File: src/sv/osvl_pkg.sv
`timescale 1ns / 1ps

package osvl_pkg;

    localparam int LINE_WIDTH = 256;
    localparam int IDX_W      = $clog2(LINE_WIDTH);
    localparam int SAMP_W     = 16;
    localparam int LINE_W     = 3 * SAMP_W;
    localparam int S_DATA_W   = 112;
    localparam int M_DATA_W   = 24;
    localparam int DIST_W     = 24;
    localparam int ROOT_ITERS = 30;
    localparam int DIV_ITERS  = 9;
    localparam int ITER_W     = 5;

    // request field positions inside s_tdata
    localparam int F_POS   = 0;
    localparam int F_XH    = 8;
    localparam int F_XB    = 24;
    localparam int F_XA    = 40;
    localparam int F_YH    = 56;
    localparam int F_YB    = 72;
    localparam int F_YA    = 88;
    localparam int F_STEP  = 104;

    // configuration register indexes
    localparam logic [2:0] REG_CENTER = 3'd0;
    localparam logic [2:0] REG_COS    = 3'd1;
    localparam logic [2:0] REG_SIN    = 3'd2;
    localparam logic [2:0] REG_TAN    = 3'd3;
    localparam logic [2:0] REG_COT    = 3'd4;
    localparam logic [2:0] REG_SEC    = 3'd5;
    localparam logic [2:0] REG_CSC    = 3'd6;

    typedef struct packed {
        logic [7:0]  center;
        logic [14:0] cosv;
        logic [14:0] sinv;
        logic [15:0] tanv;
        logic [15:0] cotv;
        logic [15:0] secv;
        logic [15:0] cscv;
    } cfg_t;

    typedef enum logic [4:0] {
        ST_IDLE, ST_READ,
        ST_P_ADDR, ST_P_MUL, ST_P_SUM, ST_P_PROD, ST_P_DIST, ST_P_CMP,
        ST_H_CHK, ST_H_WR,
        ST_S_RD, ST_S_SEL, ST_S_HI, ST_S_LO, ST_S_K, ST_S_GRAD, ST_S_MUL,
        ST_S_SUM, ST_S_ROOT, ST_S_NUMER, ST_S_DIV, ST_S_WR
    } state_t;

    typedef enum logic [4:0] {
        OP_NONE, OP_LOAD, OP_LOAD_LAST, OP_READ, OP_RESULT,
        OP_P_ADDR, OP_P_MUL, OP_P_SUM, OP_P_PROD, OP_P_DIST, OP_P_CMP,
        OP_H_CHK, OP_H_WR,
        OP_S_RD, OP_S_SEL, OP_S_HI, OP_S_LO, OP_S_K, OP_S_GRAD, OP_S_MUL,
        OP_S_SUM, OP_S_ROOT, OP_S_NUMER, OP_S_DIV, OP_S_WR
    } op_t;

    typedef struct packed {
        op_t              op;
        logic [IDX_W-1:0] idx;
        logic             xph;
        logic             first;
    } cmd_t;

    typedef struct packed {
        logic cov_here;
        logic out_busy;
    } sts_t;

    typedef struct packed {
        logic signed [DIST_W-1:0] distance;
        logic [IDX_W-1:0]         src;
        logic                     vx;
    } near_t;

    typedef struct packed {
        logic       covered;
        logic [7:0] depth;
        logic [7:0] shade;
        logic [7:0] pix;
    } res_t;

endpackage

File: src/sv/osvl_ctrl.sv
`timescale 1ns / 1ps

module osvl_ctrl (
    input  logic            clk,
    input  logic            rst_n,
    input  logic            s_tvalid,
    output logic            s_tready,
    input  logic            s_tlast,
    input  logic            s_tuser,
    input  osvl_pkg::sts_t  sts,
    output osvl_pkg::cmd_t  cmd
);
    import osvl_pkg::*;

    state_t            state_reg, state_next;
    logic [IDX_W:0]    cnt_reg, cnt_next;
    logic [ITER_W-1:0] iter_reg, iter_next;

    always_ff @(posedge clk or negedge rst_n)
    begin
        if (!rst_n)
        begin
            state_reg <= ST_IDLE;
            cnt_reg   <= '0;
            iter_reg  <= '0;
        end
        else
        begin
            state_reg <= state_next;
            cnt_reg   <= cnt_next;
            iter_reg  <= iter_next;
        end
    end

    always_comb
    begin
        state_next = state_reg;
        cnt_next   = cnt_reg;
        iter_next  = iter_reg;
        s_tready   = 1'b0;
        cmd.op     = OP_NONE;
        cmd.idx    = cnt_reg[IDX_W-1:0];
        cmd.xph    = cnt_reg[IDX_W];
        cmd.first  = (iter_reg == ITER_W'(DIV_ITERS - 1));
        unique case (state_reg)
            ST_IDLE:
            begin
                s_tready = !sts.out_busy;
                if (s_tvalid && !sts.out_busy)
                begin
                    if (s_tuser)
                    begin
                        cmd.op     = OP_READ;
                        state_next = ST_READ;
                    end
                    else if (s_tlast)
                    begin
                        cmd.op     = OP_LOAD_LAST;
                        cnt_next   = '0;
                        state_next = ST_P_ADDR;
                    end
                    else
                        cmd.op = OP_LOAD;
                end
            end
            ST_READ:
            begin
                cmd.op     = OP_RESULT;
                state_next = ST_IDLE;
            end
            ST_P_ADDR:
            begin
                cmd.op     = OP_P_ADDR;
                state_next = ST_P_MUL;
            end
            ST_P_MUL:
            begin
                cmd.op     = OP_P_MUL;
                state_next = ST_P_SUM;
            end
            ST_P_SUM:
            begin
                cmd.op     = OP_P_SUM;
                state_next = ST_P_PROD;
            end
            ST_P_PROD:
            begin
                cmd.op     = OP_P_PROD;
                state_next = ST_P_DIST;
            end
            ST_P_DIST:
            begin
                cmd.op     = OP_P_DIST;
                state_next = ST_P_CMP;
            end
            ST_P_CMP:
            begin
                cmd.op = OP_P_CMP;
                if (cnt_reg == (IDX_W+1)'(2 * LINE_WIDTH - 1))
                begin
                    cnt_next   = (IDX_W+1)'(1);
                    state_next = ST_H_CHK;
                end
                else
                begin
                    cnt_next   = cnt_reg + 1'b1;
                    state_next = ST_P_ADDR;
                end
            end
            ST_H_CHK:
            begin
                cmd.op     = OP_H_CHK;
                state_next = ST_H_WR;
            end
            ST_H_WR:
            begin
                cmd.op = OP_H_WR;
                if (cnt_reg == (IDX_W+1)'(LINE_WIDTH - 2))
                begin
                    cnt_next   = '0;
                    state_next = ST_S_RD;
                end
                else
                begin
                    cnt_next   = cnt_reg + 1'b1;
                    state_next = ST_H_CHK;
                end
            end
            ST_S_RD:
            begin
                cmd.op     = OP_S_RD;
                state_next = sts.cov_here ? ST_S_SEL : ST_S_WR;
            end
            ST_S_SEL:
            begin
                cmd.op     = OP_S_SEL;
                state_next = ST_S_HI;
            end
            ST_S_HI:
            begin
                cmd.op     = OP_S_HI;
                state_next = ST_S_LO;
            end
            ST_S_LO:
            begin
                cmd.op     = OP_S_LO;
                state_next = ST_S_K;
            end
            ST_S_K:
            begin
                cmd.op     = OP_S_K;
                state_next = ST_S_GRAD;
            end
            ST_S_GRAD:
            begin
                cmd.op     = OP_S_GRAD;
                state_next = ST_S_MUL;
            end
            ST_S_MUL:
            begin
                cmd.op     = OP_S_MUL;
                state_next = ST_S_SUM;
            end
            ST_S_SUM:
            begin
                cmd.op     = OP_S_SUM;
                iter_next  = ITER_W'(ROOT_ITERS - 1);
                state_next = ST_S_ROOT;
            end
            ST_S_ROOT:
            begin
                cmd.op    = OP_S_ROOT;
                iter_next = iter_reg - 1'b1;
                if (iter_reg == '0)
                    state_next = ST_S_NUMER;
            end
            ST_S_NUMER:
            begin
                cmd.op     = OP_S_NUMER;
                iter_next  = ITER_W'(DIV_ITERS - 1);
                state_next = ST_S_DIV;
            end
            ST_S_DIV:
            begin
                cmd.op    = OP_S_DIV;
                iter_next = iter_reg - 1'b1;
                if (iter_reg == '0)
                    state_next = ST_S_WR;
            end
            ST_S_WR:
            begin
                cmd.op = OP_S_WR;
                if (cnt_reg == (IDX_W+1)'(LINE_WIDTH - 1))
                begin
                    cnt_next   = '0;
                    state_next = ST_IDLE;
                end
                else
                begin
                    cnt_next   = cnt_reg + 1'b1;
                    state_next = ST_S_RD;
                end
            end
            default:
                state_next = ST_IDLE;
        endcase
    end

endmodule

File: config.mk
export PLATFORM = sky130hd
export DESIGN_NAME = osvl_ctrl
export DESIGN_NICKNAME = d
export VERILOG_FILES = /design/src/sv/osvl_pkg.sv /design/src/sv/osvl_ctrl.sv
export SDC_FILE = /design/constraint.sdc
export NUM_CORES = 1
export LEC_CHECK = 0
export BUFFER_PORTS_ARGS = -buffer_cell sky130_fd_sc_hd__buf_2
export CAP_MARGIN = 10
export CORE_MARGIN = 1
export CORE_UTILIZATION = 55
export CTS_BUF_LIST = sky130_fd_sc_hd__clkbuf_4
export DETAILED_ROUTE_END_ITERATION = 8
export PLACE_DENSITY = 0.76
export SYNTH_ARGS = -nofsm -noshare
export SYNTH_HDL_FRONTEND = slang
export SYNTH_SLANG_ARGS = --single-unit
File: constraint.sdc
create_clock -name clk -period 4.7 [get_ports clk]
set_input_delay 0.235 -clock clk [delete_from_list [all_inputs] [get_ports clk]]
set_output_delay 0.235 -clock clk [all_outputs]
set_load 0.01 [all_outputs]
==> impl_metrics.ini, run 1 <==
[run_status]
outcome = finished, final reports clean

[floorplanning]
core_um2 = 3050
dieArea_um2 = 3430
initial_core_util_pct = 57.7
ioPinCount = 23
dieWidth_um = 58.6
rows = 20
dieHeight_um = 58.6

[timing]
fin_tns_setup_ns = 0
fin_crit_ns = 2.61
rsz0062_at_grt = false
slew_headroom_pct = 35.6
hold-worst-slack_ns = 0.226
post-route-period-util_pct = 55.5
max_freq_ghz = 0.383
setup_viol_count_final = 0
slew_viol_final = 0
finClkSkew_ns = 0.00939
setup_slack_ns = 2.09
tightestPinTransition_ns = 0.966
hold_viol = 0

[global_routing]
antenna_found_initial = 0
gr-total-overflow = 0
grt_util_all_layers_pct = 24.3
grt_pass1_vias = 1519
grt_max_degree = 29
grt_pass1_wl_um = 6630

[yosys]
async_flop_share_pct = 100
ys_types = 58
syn_inst = 219
synth_top_area_share_pct = 27.0
netlist_area_um2 = 1760
synth_nets = 233
yosysWarningCount = 0
synth-edff-count = 0
synth-seq-cells = 19
yosys-top-cells-area = dfrtp_1 (27%), ha_1 (5.0%), o21ai_0 (4.5%)
avgSynthCellArea_um2 = 8.04
synth_top_area_cell = dfrtp_1
ys_seq_area_share_pct = 27.0
synth_ff_type = dfrtp_1

[clock_network]
cts_htree_levels = 1
cts_buffers = 3
path_clk_slew_ns = 0.12
cts.path.max_buffers = 2
postCtsSetupRepairBufs = 0
clk_latency_ns = 0.30
cts-resized-gates = 0
root_buffer = clkbuf_4
clock_sinks = 19
hold_buffers = 1
cts_tree = built

[hold_path]
hold_class = input port to flip-flop

[cells_and_area]
n_fill_cell = 275
layout_common_cells = buf_2 (22), nor2_1 (20), dfrtp_1 (19)
drive_above_1_share_pct = 15.3
largest_reg_flops = 9
n_antenna_cell = 0
layout.nets = 244
area_delta_synth_final_pct = 6.40
mostFrequentLayoutCell = buf_2

[routing]
drt_first_pass_iters = 4
drc = 0
via_count = 1706
wire_per_inst_um = 14.7
viasPerCell = 6.25
ant_nets = 0
initialDrtViolationCount = 156
wl_um = 4020

[place]
portBuffers = 22
dp_hpwl_um = 2730
place_ws_ns = 2.33
gp_routability_congestion = 0.833

[power]
power_density_nw_per_um2 = 354
p_leak_nw = 0.813
vdd_drop_max_v = 0.000208
power_uw = 663

[setup_path]
critPathLaunchType = flip-flop
path_max_fanout = 28
required_ns = 4.47
worst-setup-path-type = flip-flop to output port
worstSetupEndpointType = output port
r2r_setup_slack_ns = 2.26
arrival_ns = 2.38

[flow_run]
drv_cap = 0
## per-stage QoR
stage | area (um^2) | std cells | utilization, %
3_5_place_dp | 1830 | 268 | 60.0
3_3_place_gp | 1830 | 268 | 60.0
6_report | 1870 | 273 | 61.4
4_1_cts | 1870 | 273 | 61.4
5_1_grt | 1870 | 273 | 61.4
2_1_floorplan | 1760 | 219 | -
## metal layers
layer	up-vias	wire, um	global-route usage [%]
met5	-	0	0
met4	0	0	3.74
met3	0	158	3.08
met2	53	1940	42.0
met1	816	1920	33.0
li1	837	-	-
## path summary, 6_finish.rpt
path / startpoint / to / cells past startpoint
setup reg to reg: state_reg[0]$_DFFE_PN0P_ / cnt_reg[5]$_DFFE_PN0P_ / 4
max in group asynchronous: rst_n / iter_reg[1]$_DFFE_PN0P_ / 2
setup / recovery: state_reg[2]$_DFFE_PN0P_ / cmd[12] / 4
min in group asynchronous: rst_n / cnt_reg[1]$_DFFE_PN0P_ / 2
hold reg to reg: cnt_reg[4]$_DFFE_PN0P_ / cnt_reg[4]$_DFFE_PN0P_ / 1
hold / removal: s_tuser / state_reg[0]$_DFFE_PN0P_ / 3
## where the power goes
part,total (mW),switching [mW],internal [mW]
combinational,0.303,0.171,0.133
clock,0.0935,0.0547,0.0388
sequential,0.266,0.0893,0.177
## final cells by class
| cell class | count | area (um^2) | share of cell area (%) |
|---|---|---|---|
| multi-input combinational | 171 | 1140 | 61.1 |
| inverter | 11 | 41.3 | 2.20 |
| tap | 44 | 55.1 | 2.94 |
| sequential | 19 | 475 | 25.4 |
| clock buffer | 4 | 30.0 | 1.60 |
| timing repair buffer | 24 | 128 | 6.81 |
## cell usage after synthesis (all sizes together) (3+ instances only)
library cell  count
dfrtp            19
o21ai            16
xnor2             4
inv              10
nand2            15
buf              10
nor2             20
clkbuf            8
a31oi             4
ha                7
a22o              4
nor2b             6
o22ai             7
nand2b            6
a21oi            14
nand3b            3
nor3              6
nand3             9
a221o             6
## critical path: stages (launching register included)
cell and delay (ns):
dfrtp_1 0.99, clkinv_1 0.54, xnor2_1 0.26, a21oi_1 0.13, buf_2 0.14
## cell families (layout without fill, tap and decap cells)
logic type	Yosys count	in the layout	synth area share, %
AND/OR/NAND/NOR	86	86	28.1
AO/OA/AOI/OAI	72	72	28.9
buffers and inverters	29	39	8.03
adder cells (fa/ha/maj)	7	7	4.97
multiplexers	1	1	0.569
XOR/XNOR	5	5	2.49
flip-flops	19	19	27.0
No activity file was read; power rests on OpenSTA's default activity.
==> run 2: changes to the inputs <==
CORE_UTILIZATION = 54   (was 55)
PLACE_DENSITY = 0.77   (was 0.76)
clock period = 2.3 ns   (was 4.7 ns; I/O delays follow)
==> run 2 against run 1 <==
Clock power increased by 95%. Register-to-register slack got worse by 2.1 ns. Worst hold slack got worse by 0.14 ns. Global-route usage increased by 2.7 points. Worst setup slack got worse by 2.0 ns. Routed wire length increased by 2.8%. Via count increased by 3.4%. Sequential cell count unchanged. Sequential power increased by 67%. Clock skew decreased by 0.0059 ns. Clock-buffer cell count decreased by 1. Critical endpoint is now cnt_reg[6]$_DFFE_PN0P_. Largest cell class unchanged.
==> impl_metrics.ini, run 2 (synthesized netlist as in run 1, its figures left out) <==
[run_status]
outcome = finished, final reports clean

[routing]
wire_per_inst_um = 14.4
via_count = 1764
wl_um = 4140
drt_first_pass_iters = 4
initialDrtViolationCount = 92
drc = 0
viasPerCell = 6.13
ant_nets = 0

[timing]
hold_viol = 0
tightestPinTransition_ns = 0.534
setup_viol_count_final = 0
slew_headroom_pct = 64.4
fin_crit_ns = 2.17
post-route-period-util_pct = 94.6
max_freq_ghz = 0.460
finClkSkew_ns = 0.00344
hold-worst-slack_ns = 0.0829
rsz0062_at_grt = false
slew_viol_final = 0
fin_tns_setup_ns = 0

[cells_and_area]
layout.nets = 259
n_fill_cell = 262
fin_cells = 288
mostFrequentLayoutCell = buf_2
largest_reg_flops = 9
layout_common_cells = buf_2 (22), nor2_1 (19), dfrtp_1 (19)
drive_above_1_share_pct = 22.1
area_delta_synth_final_pct = 14.0
n_antenna_cell = 0

[global_routing]
antenna_found_initial = 0
grt_pass1_wl_um = 7270
grt_pass1_vias = 1627
grt_max_degree = 20
gr-total-overflow = 0
grt_util_all_layers_pct = 27.0

[hold_path]
hold_start = s_tuser
hold_class = input port to flip-flop
holdPathEnd = state_reg[0]$_DFFE_PN0P_
hold_depth = 3

[setup_path]
worst-setup-path-type = flip-flop to flip-flop
reg2reg_to = cnt_reg[6]$_DFFE_PN0P_
required_ns = 2.55
worstSetupEndpointType = flip-flop
r2r_setup_slack_ns = 0.13
critPathLaunch = cnt_reg[0]$_DFFE_PN0P_
rr_startpoint = cnt_reg[0]$_DFFE_PN0P_
arrival_ns = 2.43
critPathLaunchType = flip-flop
r2r_cells = 8
path_max_fanout = 7

[power]
vdd_drop_max_v = 0.000487
p_leak_nw = 0.888
power_density_nw_per_um2 = 714
power_mw = 1.43

[floorplanning]
initial_core_util_pct = 57.2
dieHeight_um = 59.1
dieArea_um2 = 3490
core_um2 = 3080
rows = 20
ioPinCount = 23
dieWidth_um = 59.1

[place]
portBuffers = 22
dp_hpwl_um = 3020
gp_routability_congestion = 0.848
post-place-cells = 283

[clock_network]
cts_tree = built
root_buffer = clkbuf_4
clock_sinks = 19
cts_buffers = 3
cts.path.max_buffers = 2
clk_latency_ns = 0.30
cts_htree_levels = 1
path_clk_slew_ns = 0.12

[flow_run]
drv_cap = 0
## run 2: cell types whose count changed in the layout (fill, tap and decap cells not counted)
cell,delta
buf_4,+15
a311oi_1,-1
a311oi_2,+1
clkbuf_4,-1
clkinv_2,+1
ha_1,-1
ha_2,+1
nand3_2,-1
nand3_4,+1
nor2_1,-1
nor2_2,+1
or3_1,-1
or3_4,+1
## run 2: routing by layer
metal | share of wire (%) | vias up | wire [um] | track usage, %
met5 | 0 | - | 0 | 0
met4 | 0.82 | 0 | 34 | 10.2
met3 | 6.5 | 4 | 270 | 1.97
met2 | 48 | 83 | 1980 | 47.1
met1 | 45 | 805 | 1850 | 34.7
li1 | - | 872 | - | -
## run 2: final cells by class
cell class,instances,area [um^2],share of cell area [%]
Clock buffer,3,22.5,1.12
Clock inverter,1,5.00,0.249
Inverter,11,41.3,2.06
Multi-Input combinational cell,171,1170,58.2
Sequential cell,19,475,23.7
Tap cell,44,55.1,2.74
Timing Repair Buffer,39,240,12.0
## run 2: per-stage QoR
step                setup slack [ns]  area [um^2]  utilization [%]
finish                         0.125         2010             65.2
global placement               0.211         1950             63.2
detailed placement             0.126         1950             63.2
global route                 0.00487         2010             65.2
CTS                            0.106         1980             64.4
floorplan                     0.0495         1760                -
## run 2: worst max-delay path, stage by stage, from the launching register on
cell and delay [ns]:
dfrtp_1 0.40, ha_1 0.24, inv_1 0.09, or2_2 0.14, nor2_2 0.06, ha_2 0.18, or4_4 0.59, a311oi_1 0.29
a221o_1 0.15
## run 2: how the worst max path moves through the flow
| stage | to | slack, ns | cells after the start |
|---|---|---|---|
| after floorplan | cnt_reg[5]$_DFFE_PN0P_ | 0.05 | 9 |
| after global placement | cnt_reg[6]$_DFFE_PN0P_ | 0.21 | 8 |
| after detailed placement | cnt_reg[6]$_DFFE_PN0P_ | 0.13 | 8 |
| after CTS | cnt_reg[6]$_DFFE_PN0P_ | 0.11 | 8 |
| after global routing | cnt_reg[2]$_DFFE_PN0P_ | 0.005 | 8 |
| final | cnt_reg[6]$_DFFE_PN0P_ | 0.13 | 8 |
## run 2: timing repair
action / CTS / global route
gates resized for setup: 0 / 5
hold buffers: 1 / 0
hold endpoints to repair: 19 / 0
setup buffers: 0 / 0
setup endpoints to repair: 0 / 6
## run 2: where the power goes
group | leakage (nW) | internal, mW | switching, mW | total [mW]
Combinational | 0.608 | 0.341 | 0.465 | 0.806
Clock | 0.0177 | 0.0649 | 0.117 | 0.182
Sequential | 0.261 | 0.364 | 0.0793 | 0.444
Total | 0.888 | 0.770 | 0.662 | 1.43
